<file path="src/hw/rtl/abnr_pkg.sv">
// abnr_pkg: shared widths, command codes, queue entry and result types
// for the area border neighbor runs block; no dependencies
package abnr_pkg;

    localparam int COORD_W     = 4;
    localparam int SIZE_W      = 5;
    localparam int ID_W        = 9;
    localparam int NB_W        = 8;
    localparam int COUNT_W     = 12;
    localparam int TOTAL_W     = 6;
    localparam int CMD_W       = 2;
    localparam int CFG_IDX_W   = 1;
    localparam int CFG_DATA_W  = 5;

    localparam int GRID_SIDE_DEF = 16;
    localparam int FIELD_LIMIT   = 16;
    localparam int QUEUE_DEPTH   = 2;

    localparam logic [COUNT_W-1:0] COUNT_MAX       = COUNT_W'(4095);
    localparam logic [SIZE_W-1:0]  GRID_SIZE_RESET = SIZE_W'(16);

    localparam logic [CMD_W-1:0] CMD_WRITE = 2'd0;
    localparam logic [CMD_W-1:0] CMD_BUILD = 2'd1;
    localparam logic [CMD_W-1:0] CMD_CLEAR = 2'd2;

    localparam logic [CFG_IDX_W-1:0] CFG_GRID_COLS = 1'b0;
    localparam logic [CFG_IDX_W-1:0] CFG_GRID_ROWS = 1'b1;

    typedef enum logic [1:0] {
        SIDE_TOP,
        SIDE_BOTTOM,
        SIDE_LEFT,
        SIDE_RIGHT
    } side_t;

    typedef enum logic [1:0] {
        OP_WRITE,
        OP_BUILD,
        OP_CLEAR
    } op_t;

    typedef enum logic [1:0] {
        BK_IDLE,
        BK_SCAN,
        BK_SUM
    } back_state_t;

    typedef struct packed {
        logic [CMD_W-1:0]          command;
        logic [COORD_W-1:0]        pos_x;
        logic [COORD_W-1:0]        pos_y;
        logic signed [ID_W-1:0]    cell_value;
        logic [SIZE_W-1:0]         area_width;
        logic [SIZE_W-1:0]         area_height;
    } cmd_item_t;

    typedef struct packed {
        op_t                       op;
        logic [COORD_W-1:0]        pos_x;
        logic [COORD_W-1:0]        pos_y;
        logic signed [ID_W-1:0]    value;
        logic [SIZE_W-1:0]         width;
        logic [SIZE_W-1:0]         height;
        logic [3:0]                sides;
    } queue_entry_t;

    typedef struct packed {
        logic                      is_summary;
        logic [COORD_W-1:0]        edge_x;
        logic [COORD_W-1:0]        edge_y;
        logic [SIZE_W-1:0]         edge_w;
        logic [SIZE_W-1:0]         edge_h;
        logic [NB_W-1:0]           neighbor_id;
        logic [COUNT_W-1:0]        first_edge;
        logic [TOTAL_W-1:0]        edge_total;
        logic                      last;
    } result_t;

endpackage

</file>
<file path="src/hw/rtl/abnr_if.sv">
// abnr_cmd_if and abnr_result_if: valid/ready channels for command beats
// and result beats; depends on abnr_pkg
interface abnr_cmd_if;
    import abnr_pkg::*;

    logic                   valid;
    logic                   ready;
    logic [CMD_W-1:0]       command;
    logic [COORD_W-1:0]     pos_x;
    logic [COORD_W-1:0]     pos_y;
    logic signed [ID_W-1:0] cell_value;
    logic [SIZE_W-1:0]      area_width;
    logic [SIZE_W-1:0]      area_height;

    modport source (
        output valid, command, pos_x, pos_y, cell_value, area_width, area_height,
        input  ready
    );
    modport sink (
        input  valid, command, pos_x, pos_y, cell_value, area_width, area_height,
        output ready
    );
endinterface

interface abnr_result_if;
    import abnr_pkg::*;

    logic               valid;
    logic               ready;
    logic               is_summary;
    logic [COORD_W-1:0] edge_x;
    logic [COORD_W-1:0] edge_y;
    logic [SIZE_W-1:0]  edge_w;
    logic [SIZE_W-1:0]  edge_h;
    logic [NB_W-1:0]    neighbor_id;
    logic [COUNT_W-1:0] first_edge;
    logic [TOTAL_W-1:0] edge_total;
    logic               last;

    modport source (
        output valid, is_summary, edge_x, edge_y, edge_w, edge_h, neighbor_id,
               first_edge, edge_total, last,
        input  ready
    );
    modport sink (
        input  valid, is_summary, edge_x, edge_y, edge_w, edge_h, neighbor_id,
               first_edge, edge_total, last,
        output ready
    );
endinterface

</file>
<file path="src/hw/rtl/area_border_neighbor_runs.sv">
// area_border_neighbor_runs: top level, front decode, command queue and
// scan back end; depends on abnr_pkg, abnr_if, abnr_front, abnr_queue, abnr_back
//
//   channel     dir   handshake       beat
//   cmd_ch      in    valid/ready     one command: write cell, build, clear
//   result_ch   out   valid/ready     one edge or the closing summary
//   cfg         in    cfg_we          grid_cols (0) or grid_rows (1)
//
// write and clear: taken by the back end straight from the queue while idle
// build: one grid memory read per border cell, a close step per scanned
// side to close its last run, plus the load and summary steps
// the single read port of the grid memory sets the scan rate
// reset clears queue, sequencer, edge count; sets grid size to 16; keeps grid cells
// result stalls hold the scan; the queue keeps accepting commands until full
module area_border_neighbor_runs #(
    parameter int GRID_SIDE = abnr_pkg::GRID_SIDE_DEF
) (
    input  logic                            clk,
    input  logic                            rst_n,
    input  logic                            cfg_we,
    input  logic [abnr_pkg::CFG_IDX_W-1:0]  cfg_index,
    input  logic [abnr_pkg::CFG_DATA_W-1:0] cfg_data,
    abnr_cmd_if.sink                        cmd_ch,
    abnr_result_if.source                   result_ch
);
    import abnr_pkg::*;

    cmd_item_t    in_item;
    queue_entry_t push_entry, pop_entry;
    logic         push_valid, push_ready, pop_valid, pop_ready;
    result_t      res;

    assign in_item.command     = cmd_ch.command;
    assign in_item.pos_x       = cmd_ch.pos_x;
    assign in_item.pos_y       = cmd_ch.pos_y;
    assign in_item.cell_value  = cmd_ch.cell_value;
    assign in_item.area_width  = cmd_ch.area_width;
    assign in_item.area_height = cmd_ch.area_height;

    abnr_front #(
        .GRID_SIDE (GRID_SIDE)
    ) u_front (
        .clk        (clk),
        .rst_n      (rst_n),
        .cfg_we     (cfg_we),
        .cfg_index  (cfg_index),
        .cfg_data   (cfg_data),
        .in_valid   (cmd_ch.valid),
        .in_ready   (cmd_ch.ready),
        .in_item    (in_item),
        .push_valid (push_valid),
        .push_ready (push_ready),
        .push_entry (push_entry)
    );

    abnr_queue u_queue (
        .clk        (clk),
        .rst_n      (rst_n),
        .push_valid (push_valid),
        .push_ready (push_ready),
        .push_entry (push_entry),
        .pop_valid  (pop_valid),
        .pop_ready  (pop_ready),
        .pop_entry  (pop_entry)
    );

    abnr_back #(
        .GRID_SIDE (GRID_SIDE)
    ) u_back (
        .clk       (clk),
        .rst_n     (rst_n),
        .q_valid   (pop_valid),
        .q_ready   (pop_ready),
        .q_entry   (pop_entry),
        .res_valid (result_ch.valid),
        .res_ready (result_ch.ready),
        .res       (res)
    );

    assign result_ch.is_summary  = res.is_summary;
    assign result_ch.edge_x      = res.edge_x;
    assign result_ch.edge_y      = res.edge_y;
    assign result_ch.edge_w      = res.edge_w;
    assign result_ch.edge_h      = res.edge_h;
    assign result_ch.neighbor_id = res.neighbor_id;
    assign result_ch.first_edge  = res.first_edge;
    assign result_ch.edge_total  = res.edge_total;
    assign result_ch.last        = res.last;

endmodule

</file>
<file path="src/hw/rtl/abnr_front.sv">
// abnr_front: grid size registers, command decode and rectangle clipping
// into queue entries; depends on abnr_pkg
module abnr_front #(
    parameter int GRID_SIDE = abnr_pkg::GRID_SIDE_DEF
) (
    input  logic                                clk,
    input  logic                                rst_n,
    input  logic                                cfg_we,
    input  logic [abnr_pkg::CFG_IDX_W-1:0]      cfg_index,
    input  logic [abnr_pkg::CFG_DATA_W-1:0]     cfg_data,
    input  logic                                in_valid,
    output logic                                in_ready,
    input  abnr_pkg::cmd_item_t                 in_item,
    output logic                                push_valid,
    input  logic                                push_ready,
    output abnr_pkg::queue_entry_t              push_entry
);
    import abnr_pkg::*;

    localparam int LIM = (GRID_SIDE < FIELD_LIMIT) ? GRID_SIDE : FIELD_LIMIT;
    localparam logic [SIZE_W-1:0] LIM_SIZE = SIZE_W'(LIM);

    function automatic logic [SIZE_W-1:0] clamp_size(input logic [SIZE_W-1:0] v);
        logic [SIZE_W-1:0] r;
        if (v == '0)
            r = SIZE_W'(1);
        else if (v > LIM_SIZE)
            r = LIM_SIZE;
        else
            r = v;
        return r;
    endfunction

    logic [SIZE_W-1:0] cols_reg, cols_next;
    logic [SIZE_W-1:0] rows_reg, rows_next;

    logic [SIZE_W-1:0] cols, rows, px5, py5, avail_w, avail_h, w_clip, h_clip;
    logic              in_grid, area_ok, keep;

    always_comb
    begin
        cols_next = cols_reg;
        rows_next = rows_reg;
        if (cfg_we)
        begin
            case (cfg_index)
                CFG_GRID_COLS: cols_next = cfg_data;
                CFG_GRID_ROWS: rows_next = cfg_data;
                default: ;
            endcase
        end
    end

    always_ff @(posedge clk or negedge rst_n)
    begin
        if (!rst_n)
        begin
            cols_reg <= GRID_SIZE_RESET;
            rows_reg <= GRID_SIZE_RESET;
        end
        else
        begin
            cols_reg <= cols_next;
            rows_reg <= rows_next;
        end
    end

    always_comb
    begin
        cols    = clamp_size(cols_reg);
        rows    = clamp_size(rows_reg);
        px5     = {1'b0, in_item.pos_x};
        py5     = {1'b0, in_item.pos_y};
        in_grid = (px5 < cols) && (py5 < rows);
        avail_w = cols - px5;
        avail_h = rows - py5;
        w_clip  = (in_item.area_width > avail_w) ? avail_w : in_item.area_width;
        h_clip  = (in_item.area_height > avail_h) ? avail_h : in_item.area_height;
        area_ok = in_grid && (in_item.area_width != '0) && (in_item.area_height != '0);

        push_entry.op     = OP_WRITE;
        push_entry.pos_x  = in_item.pos_x;
        push_entry.pos_y  = in_item.pos_y;
        push_entry.value  = in_item.cell_value;
        push_entry.width  = w_clip;
        push_entry.height = h_clip;
        push_entry.sides[SIDE_TOP]    = area_ok && (in_item.pos_y != '0);
        push_entry.sides[SIDE_BOTTOM] = area_ok && ((py5 + h_clip) < rows);
        push_entry.sides[SIDE_LEFT]   = area_ok && (in_item.pos_x != '0);
        push_entry.sides[SIDE_RIGHT]  = area_ok && ((px5 + w_clip) < cols);

        case (in_item.command)
            CMD_WRITE:
            begin
                push_entry.op = OP_WRITE;
                keep = in_grid;
            end
            CMD_BUILD:
            begin
                push_entry.op = OP_BUILD;
                keep = 1'b1;
            end
            CMD_CLEAR:
            begin
                push_entry.op = OP_CLEAR;
                keep = 1'b1;
            end
            default: keep = 1'b0;
        endcase

        in_ready   = push_ready;
        push_valid = in_valid && keep;
    end

endmodule

</file>
<file path="src/hw/rtl/abnr_queue.sv">
// abnr_queue: short fifo of decoded commands between front and back
// depends on abnr_pkg
module abnr_queue (
    input  logic                    clk,
    input  logic                    rst_n,
    input  logic                    push_valid,
    output logic                    push_ready,
    input  abnr_pkg::queue_entry_t  push_entry,
    output logic                    pop_valid,
    input  logic                    pop_ready,
    output abnr_pkg::queue_entry_t  pop_entry
);
    import abnr_pkg::*;

    localparam int PW = (QUEUE_DEPTH > 1) ? $clog2(QUEUE_DEPTH) : 1;
    localparam int FW = $clog2(QUEUE_DEPTH + 1);
    localparam logic [PW-1:0] LAST_SLOT = PW'(QUEUE_DEPTH - 1);
    localparam logic [FW-1:0] FULL_FILL = FW'(QUEUE_DEPTH);

    queue_entry_t      slot_reg [QUEUE_DEPTH];
    logic [PW-1:0]     wr_ptr_reg, wr_ptr_next;
    logic [PW-1:0]     rd_ptr_reg, rd_ptr_next;
    logic [FW-1:0]     fill_reg, fill_next;
    logic              do_push, do_pop;

    always_comb
    begin
        push_ready  = (fill_reg != FULL_FILL);
        pop_valid   = (fill_reg != '0);
        pop_entry   = slot_reg[rd_ptr_reg];
        do_push     = push_valid && push_ready;
        do_pop      = pop_valid && pop_ready;
        wr_ptr_next = wr_ptr_reg;
        rd_ptr_next = rd_ptr_reg;
        fill_next   = fill_reg;
        if (do_push)
            wr_ptr_next = (wr_ptr_reg == LAST_SLOT) ? '0 : wr_ptr_reg + PW'(1);
        if (do_pop)
            rd_ptr_next = (rd_ptr_reg == LAST_SLOT) ? '0 : rd_ptr_reg + PW'(1);
        if (do_push && !do_pop)
            fill_next = fill_reg + FW'(1);
        else if (do_pop && !do_push)
            fill_next = fill_reg - FW'(1);
    end

    always_ff @(posedge clk or negedge rst_n)
    begin
        if (!rst_n)
        begin
            wr_ptr_reg <= '0;
            rd_ptr_reg <= '0;
            fill_reg   <= '0;
        end
        else
        begin
            wr_ptr_reg <= wr_ptr_next;
            rd_ptr_reg <= rd_ptr_next;
            fill_reg   <= fill_next;
        end
    end

    always_ff @(posedge clk)
    begin
        if (do_push)
            slot_reg[wr_ptr_reg] <= push_entry;
    end

endmodule

</file>
<file path="src/hw/rtl/abnr_back.sv">
// abnr_back: grid memory, border scan sequencer, run tracking, edge count
// and result register; depends on abnr_pkg
module abnr_back #(
    parameter int GRID_SIDE = abnr_pkg::GRID_SIDE_DEF
) (
    input  logic                    clk,
    input  logic                    rst_n,
    input  logic                    q_valid,
    output logic                    q_ready,
    input  abnr_pkg::queue_entry_t  q_entry,
    output logic                    res_valid,
    input  logic                    res_ready,
    output abnr_pkg::result_t       res
);
    import abnr_pkg::*;

    localparam int LIM   = (GRID_SIDE < FIELD_LIMIT) ? GRID_SIDE : FIELD_LIMIT;
    localparam int DEPTH = LIM * LIM;
    localparam int AW    = $clog2(DEPTH);

    logic signed [ID_W-1:0] grid_mem [DEPTH];

    back_state_t            state_reg, state_next;
    logic [COORD_W-1:0]     cur_x_reg, cur_x_next, cur_y_reg, cur_y_next;
    logic [SIZE_W-1:0]      cur_w_reg, cur_w_next, cur_h_reg, cur_h_next;
    logic [3:0]             mask_reg, mask_next;
    logic [COORD_W-1:0]     idx_reg, idx_next;
    logic                   d_valid_reg, d_valid_next;
    side_t                  d_side_reg, d_side_next;
    logic [COORD_W-1:0]     d_idx_reg, d_idx_next;
    logic                   d_last_reg, d_last_next;
    logic signed [ID_W-1:0] rd_data_reg;
    logic signed [ID_W-1:0] run_id_reg, run_id_next;
    logic [COORD_W-1:0]     run_start_reg, run_start_next;
    logic [SIZE_W-1:0]      run_len_reg, run_len_next;
    side_t                  run_side_reg, run_side_next;
    logic                   close_pend_reg, close_pend_next;
    logic [TOTAL_W-1:0]     total_reg, total_next;
    logic [COUNT_W-1:0]     count_reg, count_next;
    logic                   out_valid_reg, out_valid_next;
    result_t                out_reg, out_next;

    side_t                  iss_side;
    logic                   iss_horiz, iss_last, run_horiz;
    logic [SIZE_W-1:0]      iss_len;
    logic [COORD_W-1:0]     nb_x, nb_y, rd_x, rd_y, base_x, base_y;
    int                     rd_lin, wr_lin;
    logic [AW-1:0]          rd_addr, wr_addr;
    logic                   mem_we, issue, consume, close_fire, out_free;
    logic                   emit_edge, emit_sum;
    logic [COUNT_W:0]       count_sum;
    logic [COUNT_W-1:0]     count_sat;
    result_t                run_edge, sum_item;

    // side selection, read address and write address
    always_comb
    begin
        if (mask_reg[SIDE_TOP])
            iss_side = SIDE_TOP;
        else if (mask_reg[SIDE_BOTTOM])
            iss_side = SIDE_BOTTOM;
        else if (mask_reg[SIDE_LEFT])
            iss_side = SIDE_LEFT;
        else
            iss_side = SIDE_RIGHT;
        iss_horiz = (iss_side == SIDE_TOP) || (iss_side == SIDE_BOTTOM);
        iss_len   = iss_horiz ? cur_w_reg : cur_h_reg;
        iss_last  = ({1'b0, idx_reg} == (iss_len - SIZE_W'(1)));
        nb_x      = cur_x_reg;
        nb_y      = cur_y_reg;
        case (iss_side)
            SIDE_TOP:    nb_y = cur_y_reg - COORD_W'(1);
            SIDE_BOTTOM: nb_y = COORD_W'({1'b0, cur_y_reg} + cur_h_reg);
            SIDE_LEFT:   nb_x = cur_x_reg - COORD_W'(1);
            SIDE_RIGHT:  nb_x = COORD_W'({1'b0, cur_x_reg} + cur_w_reg);
            default: ;
        endcase
        rd_x    = iss_horiz ? nb_x + idx_reg : nb_x;
        rd_y    = iss_horiz ? nb_y : nb_y + idx_reg;
        rd_lin  = int'(rd_y) * LIM + int'(rd_x);
        rd_addr = rd_lin[AW-1:0];
        wr_lin  = int'(q_entry.pos_y) * LIM + int'(q_entry.pos_x);
        wr_addr = wr_lin[AW-1:0];
    end

    // edge of the open run, the summary beat and the saturated edge count
    always_comb
    begin
        run_horiz = (run_side_reg == SIDE_TOP) || (run_side_reg == SIDE_BOTTOM);
        base_x = (run_side_reg == SIDE_RIGHT)
               ? COORD_W'({1'b0, cur_x_reg} + cur_w_reg - SIZE_W'(1)) : cur_x_reg;
        base_y = (run_side_reg == SIDE_BOTTOM)
               ? COORD_W'({1'b0, cur_y_reg} + cur_h_reg - SIZE_W'(1)) : cur_y_reg;

        run_edge.is_summary  = 1'b0;
        run_edge.edge_x      = run_horiz ? base_x + run_start_reg : base_x;
        run_edge.edge_y      = run_horiz ? base_y : base_y + run_start_reg;
        run_edge.edge_w      = run_horiz ? run_len_reg : SIZE_W'(1);
        run_edge.edge_h      = run_horiz ? SIZE_W'(1) : run_len_reg;
        run_edge.neighbor_id = run_id_reg[NB_W-1:0];
        run_edge.first_edge  = '0;
        run_edge.edge_total  = '0;
        run_edge.last        = 1'b0;

        sum_item.is_summary  = 1'b1;
        sum_item.edge_x      = '0;
        sum_item.edge_y      = '0;
        sum_item.edge_w      = '0;
        sum_item.edge_h      = '0;
        sum_item.neighbor_id = '0;
        sum_item.first_edge  = count_reg;
        sum_item.edge_total  = total_reg;
        sum_item.last        = 1'b1;

        count_sum = {1'b0, count_reg} + (COUNT_W + 1)'(total_reg);
        count_sat = (count_sum > {1'b0, COUNT_MAX}) ? COUNT_MAX : count_sum[COUNT_W-1:0];
    end

    always_comb
    begin
        state_next      = state_reg;
        cur_x_next      = cur_x_reg;
        cur_y_next      = cur_y_reg;
        cur_w_next      = cur_w_reg;
        cur_h_next      = cur_h_reg;
        mask_next       = mask_reg;
        idx_next        = idx_reg;
        d_valid_next    = d_valid_reg;
        d_side_next     = d_side_reg;
        d_idx_next      = d_idx_reg;
        d_last_next     = d_last_reg;
        run_id_next     = run_id_reg;
        run_start_next  = run_start_reg;
        run_len_next    = run_len_reg;
        run_side_next   = run_side_reg;
        close_pend_next = close_pend_reg;
        total_next      = total_reg;
        count_next      = count_reg;
        out_next        = out_reg;
        out_free        = !out_valid_reg || res_ready;
        out_valid_next  = out_valid_reg && !res_ready;
        q_ready         = 1'b0;
        mem_we          = 1'b0;
        issue           = 1'b0;
        consume         = 1'b0;
        close_fire      = 1'b0;
        emit_edge       = 1'b0;
        emit_sum        = 1'b0;

        case (state_reg)
            BK_IDLE:
            begin
                q_ready = 1'b1;
                if (q_valid)
                begin
                    case (q_entry.op)
                        OP_WRITE: mem_we = 1'b1;
                        OP_CLEAR: count_next = '0;
                        OP_BUILD:
                        begin
                            cur_x_next = q_entry.pos_x;
                            cur_y_next = q_entry.pos_y;
                            cur_w_next = q_entry.width;
                            cur_h_next = q_entry.height;
                            mask_next  = q_entry.sides;
                            idx_next   = '0;
                            total_next = '0;
                            state_next = BK_SCAN;
                        end
                        default: ;
                    endcase
                end
            end
            BK_SCAN:
            begin
                close_fire = close_pend_reg && out_free;
                consume    = d_valid_reg && !close_pend_reg && out_free;
                issue      = (mask_reg != '0) && (!d_valid_reg || consume);
                if (close_fire)
                begin
                    close_pend_next = 1'b0;
                    emit_edge = !run_id_reg[ID_W-1];
                end
                if (consume)
                begin
                    if (d_idx_reg == '0)
                    begin
                        run_id_next    = rd_data_reg;
                        run_start_next = '0;
                        run_len_next   = SIZE_W'(1);
                        run_side_next  = d_side_reg;
                    end
                    else if (rd_data_reg != run_id_reg)
                    begin
                        emit_edge      = !run_id_reg[ID_W-1];
                        run_id_next    = rd_data_reg;
                        run_start_next = d_idx_reg;
                        run_len_next   = SIZE_W'(1);
                    end
                    else
                        run_len_next = run_len_reg + SIZE_W'(1);
                    if (d_last_reg)
                        close_pend_next = 1'b1;
                end
                if (issue)
                begin
                    d_side_next = iss_side;
                    d_idx_next  = idx_reg;
                    d_last_next = iss_last;
                    if (iss_last)
                    begin
                        mask_next[iss_side] = 1'b0;
                        idx_next = '0;
                    end
                    else
                        idx_next = idx_reg + COORD_W'(1);
                end
                d_valid_next = issue ? 1'b1 : (consume ? 1'b0 : d_valid_reg);
                if ((mask_reg == '0) && !d_valid_reg && !close_pend_reg)
                    state_next = BK_SUM;
            end
            BK_SUM:
            begin
                if (out_free)
                begin
                    emit_sum   = 1'b1;
                    count_next = count_sat;
                    state_next = BK_IDLE;
                end
            end
            default: state_next = BK_IDLE;
        endcase

        if (emit_edge)
        begin
            out_valid_next = 1'b1;
            out_next       = run_edge;
            total_next     = total_reg + TOTAL_W'(1);
        end
        if (emit_sum)
        begin
            out_valid_next = 1'b1;
            out_next       = sum_item;
        end
    end

    always_ff @(posedge clk or negedge rst_n)
    begin
        if (!rst_n)
        begin
            state_reg      <= BK_IDLE;
            mask_reg       <= '0;
            idx_reg        <= '0;
            d_valid_reg    <= 1'b0;
            close_pend_reg <= 1'b0;
            total_reg      <= '0;
            count_reg      <= '0;
            out_valid_reg  <= 1'b0;
        end
        else
        begin
            state_reg      <= state_next;
            mask_reg       <= mask_next;
            idx_reg        <= idx_next;
            d_valid_reg    <= d_valid_next;
            close_pend_reg <= close_pend_next;
            total_reg      <= total_next;
            count_reg      <= count_next;
            out_valid_reg  <= out_valid_next;
        end
    end

    always_ff @(posedge clk)
    begin
        cur_x_reg     <= cur_x_next;
        cur_y_reg     <= cur_y_next;
        cur_w_reg     <= cur_w_next;
        cur_h_reg     <= cur_h_next;
        d_side_reg    <= d_side_next;
        d_idx_reg     <= d_idx_next;
        d_last_reg    <= d_last_next;
        run_id_reg    <= run_id_next;
        run_start_reg <= run_start_next;
        run_len_reg   <= run_len_next;
        run_side_reg  <= run_side_next;
        out_reg       <= out_next;
    end

    // grid memory, one write and one registered read port
    always_ff @(posedge clk)
    begin
        if (mem_we)
            grid_mem[wr_addr] <= q_entry.value;
        if (issue)
            rd_data_reg <= grid_mem[rd_addr];
    end

    assign res_valid = out_valid_reg;
    assign res       = out_reg;

endmodule

</file>
<file path="src/flat_wrapper.sv">
// flat-port wrapper written by rule: the top's interface ports become plain ports
module area_border_neighbor_runs_flat import abnr_pkg::*;
#(
    parameter int GRID_SIDE = abnr_pkg::GRID_SIDE_DEF
)
  (clk, rst_n, cfg_we, cfg_index, cfg_data, cmd_ch_valid, cmd_ch_command, cmd_ch_pos_x, cmd_ch_pos_y, cmd_ch_cell_value, cmd_ch_area_width, cmd_ch_area_height, cmd_ch_ready, result_ch_valid, result_ch_is_summary, result_ch_edge_x, result_ch_edge_y, result_ch_edge_w, result_ch_edge_h, result_ch_neighbor_id, result_ch_first_edge, result_ch_edge_total, result_ch_last, result_ch_ready);
  abnr_cmd_if cmd_ch_i ();
  abnr_result_if result_ch_i ();
  input  logic clk;
  input  logic rst_n;
  input  logic cfg_we;
  input  logic [abnr_pkg::CFG_IDX_W-1:0] cfg_index;
  input  logic [abnr_pkg::CFG_DATA_W-1:0] cfg_data;
  input wire logic [$bits(cmd_ch_i.valid)-1:0] cmd_ch_valid;
  input wire logic [$bits(cmd_ch_i.command)-1:0] cmd_ch_command;
  input wire logic [$bits(cmd_ch_i.pos_x)-1:0] cmd_ch_pos_x;
  input wire logic [$bits(cmd_ch_i.pos_y)-1:0] cmd_ch_pos_y;
  input wire logic [$bits(cmd_ch_i.cell_value)-1:0] cmd_ch_cell_value;
  input wire logic [$bits(cmd_ch_i.area_width)-1:0] cmd_ch_area_width;
  input wire logic [$bits(cmd_ch_i.area_height)-1:0] cmd_ch_area_height;
  output wire logic [$bits(cmd_ch_i.ready)-1:0] cmd_ch_ready;
  output wire logic [$bits(result_ch_i.valid)-1:0] result_ch_valid;
  output wire logic [$bits(result_ch_i.is_summary)-1:0] result_ch_is_summary;
  output wire logic [$bits(result_ch_i.edge_x)-1:0] result_ch_edge_x;
  output wire logic [$bits(result_ch_i.edge_y)-1:0] result_ch_edge_y;
  output wire logic [$bits(result_ch_i.edge_w)-1:0] result_ch_edge_w;
  output wire logic [$bits(result_ch_i.edge_h)-1:0] result_ch_edge_h;
  output wire logic [$bits(result_ch_i.neighbor_id)-1:0] result_ch_neighbor_id;
  output wire logic [$bits(result_ch_i.first_edge)-1:0] result_ch_first_edge;
  output wire logic [$bits(result_ch_i.edge_total)-1:0] result_ch_edge_total;
  output wire logic [$bits(result_ch_i.last)-1:0] result_ch_last;
  input wire logic [$bits(result_ch_i.ready)-1:0] result_ch_ready;
  assign cmd_ch_i.valid = cmd_ch_valid;
  assign cmd_ch_i.command = cmd_ch_command;
  assign cmd_ch_i.pos_x = cmd_ch_pos_x;
  assign cmd_ch_i.pos_y = cmd_ch_pos_y;
  assign cmd_ch_i.cell_value = cmd_ch_cell_value;
  assign cmd_ch_i.area_width = cmd_ch_area_width;
  assign cmd_ch_i.area_height = cmd_ch_area_height;
  assign cmd_ch_ready = cmd_ch_i.ready;
  assign result_ch_valid = result_ch_i.valid;
  assign result_ch_is_summary = result_ch_i.is_summary;
  assign result_ch_edge_x = result_ch_i.edge_x;
  assign result_ch_edge_y = result_ch_i.edge_y;
  assign result_ch_edge_w = result_ch_i.edge_w;
  assign result_ch_edge_h = result_ch_i.edge_h;
  assign result_ch_neighbor_id = result_ch_i.neighbor_id;
  assign result_ch_first_edge = result_ch_i.first_edge;
  assign result_ch_edge_total = result_ch_i.edge_total;
  assign result_ch_last = result_ch_i.last;
  assign result_ch_i.ready = result_ch_ready;
  area_border_neighbor_runs #(.GRID_SIDE(GRID_SIDE)) u_core (.clk(clk), .rst_n(rst_n), .cfg_we(cfg_we), .cfg_index(cfg_index), .cfg_data(cfg_data), .cmd_ch(cmd_ch_i), .result_ch(result_ch_i));
endmodule
</file>
<file path="config.mk">
export PLATFORM = sky130hd
export DESIGN_NAME = area_border_neighbor_runs_flat
export DESIGN_NICKNAME = d
export VERILOG_FILES = /design/src/hw/rtl/abnr_pkg.sv /design/src/hw/rtl/abnr_if.sv /design/src/hw/rtl/area_border_neighbor_runs.sv /design/src/hw/rtl/abnr_front.sv /design/src/hw/rtl/abnr_queue.sv /design/src/hw/rtl/abnr_back.sv /design/src/flat_wrapper.sv
export SDC_FILE = /design/constraint.sdc
export NUM_CORES = 2
export LEC_CHECK = 0
export BUFFER_PORTS_ARGS = -buffer_cell sky130_fd_sc_hd__clkbuf_2
export CAP_MARGIN = 0
export CORE_UTILIZATION = 40
export CTS_BUF_LIST = sky130_fd_sc_hd__clkbuf_8
export CTS_CLUSTER_DIAMETER = 60
export DETAILED_ROUTE_END_ITERATION = 10
export SYNTH_ARGS = -nofsm -noshare
export SYNTH_HDL_FRONTEND = slang
export SYNTH_HIERARCHICAL = 1
export SYNTH_SLANG_ARGS = --single-unit
</file>
<file path="constraint.sdc">
create_clock -name clk -period 7.3 [get_ports clk]
set_clock_uncertainty 0.05 [all_clocks]
set_input_delay 0.73 -clock clk [delete_from_list [all_inputs] [get_ports clk]]
set_output_delay 0.73 -clock clk [all_outputs]
set_load 0.05 [all_outputs]
</file>
==> impl_metrics.env <==
export IMPL_wl_per_cell_um=27.2
export IMPL_fmax_mhz=140
export IMPL_drive_above_1_share_pct=10.6
export IMPL_hp_class="in2reg"
export IMPL_nNetsFinal=8354
export IMPL_r2r_start="u_core/u_back/cur_y_reg[0]$_DFFE_PP_"
export IMPL_cap_violations=0
export IMPL_clk_latency_ns=0.99
export IMPL_drtIter0Drc=8480
export IMPL_synthesis_nets=8139
export IMPL_viasPerCell=5.80
export IMPL_first_global_vias=66000
export IMPL_period_share_pct=98.0
export IMPL_drv_slew=0
export IMPL_grt_pass1_wl_um=466000
export IMPL_dieArea_sq_um=262000
export IMPL_final_area_sq_um=116000
export IMPL_critPathLaunch="u_core/u_back/cur_y_reg[0]$_DFFE_PP_"
export IMPL_min_from="result_ch_ready"
export IMPL_avgSynthCellArea_sq_um=13.0
export IMPL_ys_types=90
export IMPL_largest_reg_flops=2304
export IMPL_cts_buffers=408
export IMPL_yosysWarnings=6
export IMPL_ys_ff_latch=2514
export IMPL_flow_area_growth_from_synthesis_pct=11.5
export IMPL_crit_path_start_kind="flop"
export IMPL_worstMarginPinSlew_ns=1.44
export IMPL_totalWireLength_um=324000
export IMPL_io_pins=88
export IMPL_period_minus_slack_ns=7.15
export IMPL_yosys_area_top_type="edfxtp_1"
export IMPL_globalRouteOverflowTotal=0
export IMPL_worst_ep_required_time_ns=7.96
export IMPL_worst_r2r_setup_slack_ns=0.15
export IMPL_yosysSeqAreaShare_pct=72.0
export IMPL_grt_max_degree=193
export IMPL_io_buffers=87
export IMPL_core_sq_um=258000
export IMPL_drc=0
export IMPL_num_rows=186
export IMPL_relSlewSlack_pct=3.42
export IMPL_cts_buffer_depth=4
export IMPL_synth_top_cell_area_share_pct=70.4
export IMPL_arrival_ns=7.81
export IMPL_die_x_um=512
export IMPL_status="finished, final reports clean"
export IMPL_grt_antenna_before_repair=13
export IMPL_path_clk_slew_ns=0.06
export IMPL_cts_setup_buffers=0
export IMPL_critPathKind="reg2reg"
export IMPL_synth_area_sq_um=104000
export IMPL_start_util_pct=40.4
export IMPL_worstSetupEndpointType="flop"
export IMPL_async_flop_share_pct=1.79
export IMPL_cts_tree="built"
export IMPL_dp_hpwl_um=193000
export IMPL_yosys_most_used_dff="edfxtp_1"
export IMPL_die_y_um=512
export IMPL_fin_tns_setup_ns=0
export IMPL_cp_max_fo=9
export IMPL_synth_area_leaders="edfxtp_1 70%, nand2_1 7.7%, nand3_1 4.5%"
export IMPL_grtUsageTotal_pct=24.1
export IMPL_placed_area_sq_um=109000
export IMPL_via_count=69100
export IMPL_cts_num_sinks=2514
export IMPL_worst_hold_slack_ns=0.0909
export IMPL_syn_inst=8018
export IMPL_antenna_left=0
export IMPL_rsz0062_at_grt="false"
export IMPL_routabilityCongestion=0.900
export IMPL_final_setup_viol_count=0
export IMPL_synth_edf_count=2442
export IMPL_cts_max_level=5
export IMPL_root_buffer="clkbuf_8"
export IMPL_hold_viol=0
export IMPL_dr_pass1_iters=6
[path summary, 6_finish.rpt]
| kind | endpoint | cells after the start |
|---|---|---|
| setup reg to reg | u_core/u_back/rd_data_reg[3]$_DFFE_PP_ | 13 |
| min in group asynchronous | u_core/u_back/res_valid$_DFF_PN0_ | 3 |
| setup / recovery | u_core/u_back/rd_data_reg[3]$_DFFE_PP_ | 13 |
| max in group asynchronous | u_core/u_queue/rd_ptr_reg$_DFFE_PN0P_ | 3 |
| hold / removal | u_core/u_back/state_reg[1]$_DFFE_PN0P_ | 3 |
| hold reg to reg | u_core/u_back/run_side_reg[1]$_DFFE_PP_ | 0 |
[cells in the mapped netlist (all sizes together) (6+ instances only)]
master,n
a2111oi,7
a211oi,41
a21o,22
a21oi,106
a221oi,7
a22oi,8
a311oi,244
a31oi,90
a32oi,23
and3,183
buf,421
clkbuf,118
dfrtp,43
dfxtp,27
edfxtp,2442
fa,10
ha,71
inv,89
mux2,53
mux2i,152
mux4,20
nand2,2146
nand2b,19
nand3,928
nand3b,6
nand4,31
nor2,334
nor2b,20
nor3,45
nor3b,7
nor4,17
o211ai,10
o21a,7
o21ai,79
o22ai,19
o31ai,17
or3,12
or4,7
xnor2,35
xor2,24
[cell type report]
| cell class | count | area, sq um |
|---|---|---|
| Clock inverter | 281 | 1410 |
| Antenna cell | 7 | 17.5 |
| Tap cell | 3384 | 4230 |
| Sequential cell | 2514 | 75000 |
| Timing Repair Buffer | 344 | 3090 |
| Inverter | 90 | 338 |
| Multi-Input combinational cell | 4875 | 26200 |
| Fill cell | 23100 | 142000 |
| Clock buffer | 417 | 5740 |
[logic make-up after synthesis]
kind of cell	count (synthesis)	share of synthesized area, %
AND/OR/NAND/NOR	3779	15.7
flip-flops	2514	72.0
AO/OA/AOI/OAI	730	5.15
buffers and inverters	629	3.03
multiplexers	225	2.58
adder cells (fa/ha/maj)	81	1.05
XOR/XNOR	60	0.518
[per-stage QoR]
step	util (%)	worst slack, ns	std cells
floorplan	-	2.30	8018
global placement	42.1	0.438	11200
detailed placement	42.1	0.413	11200
CTS	45.0	0.437	11900
global route	45.0	0.233	11900
finish	45.0	0.150	11900
[critical path: stages, from the launching register on]
cell and delay, ns:
edfxtp_1 0.47, ha_1 0.28, fa_1 0.57, mux2i_1 0.10
o21ai_0 0.28, inv_1 0.12, fa_1 0.44, nor2b_1 0.18
o31ai_4 0.79, nand2_1 0.99, nor2_1 1.23, a211oi_1 0.41
and3_1 0.44, or4_1 0.51
[repair_timing]
item	4_1_cts	5_1_grt
resized for setup	0	1
hold buffers	22	0
endpoints found under the hold margin	85	0
endpoints found under the setup margin	0	1
[per-layer routing]
metal / share of wire [%] / wire (um) / global-route usage (%)
met1: 39 / 127000 / 32.7
met2: 45 / 146000 / 36.8
met3: 11 / 35400 / 5.77
met4: 4.7 / 15300 / 10.7
met5: 0.033 / 106 / 0
[cells in the final DEF (no fill, tap or decap), drive strengths merged, types with 8 or more instances in the layout]
| cell type | n |
|---|---|
| edfxtp | 2442 |
| nand2 | 2146 |
| nand3 | 928 |
| clkbuf | 504 |
| nor2 | 334 |
| a311oi | 244 |
| buf | 235 |
| inv | 234 |
| and3 | 183 |
| mux2i | 152 |
| clkinv | 124 |
| a21oi | 106 |
| a31oi | 90 |
| o21ai | 79 |
| ha | 71 |
| mux2 | 53 |
| nor3 | 45 |
| dfrtp | 43 |
| a211oi | 41 |
| xnor2 | 35 |
| nand4 | 31 |
| dfxtp | 27 |
| xor2 | 24 |
| a32oi | 23 |
| dlygate4sd3 | 22 |
| a21o | 22 |
| nor2b | 20 |
| mux4 | 20 |
| o22ai | 19 |
| nand2b | 19 |
| o31ai | 17 |
| nor4 | 17 |
| or3 | 12 |
| o211ai | 10 |
| fa | 10 |
| bufinv | 8 |
| a22oi | 8 |
Power is not shown: default switching activity piles up to over one toggle a cycle in this logic, so the estimate is an artifact.
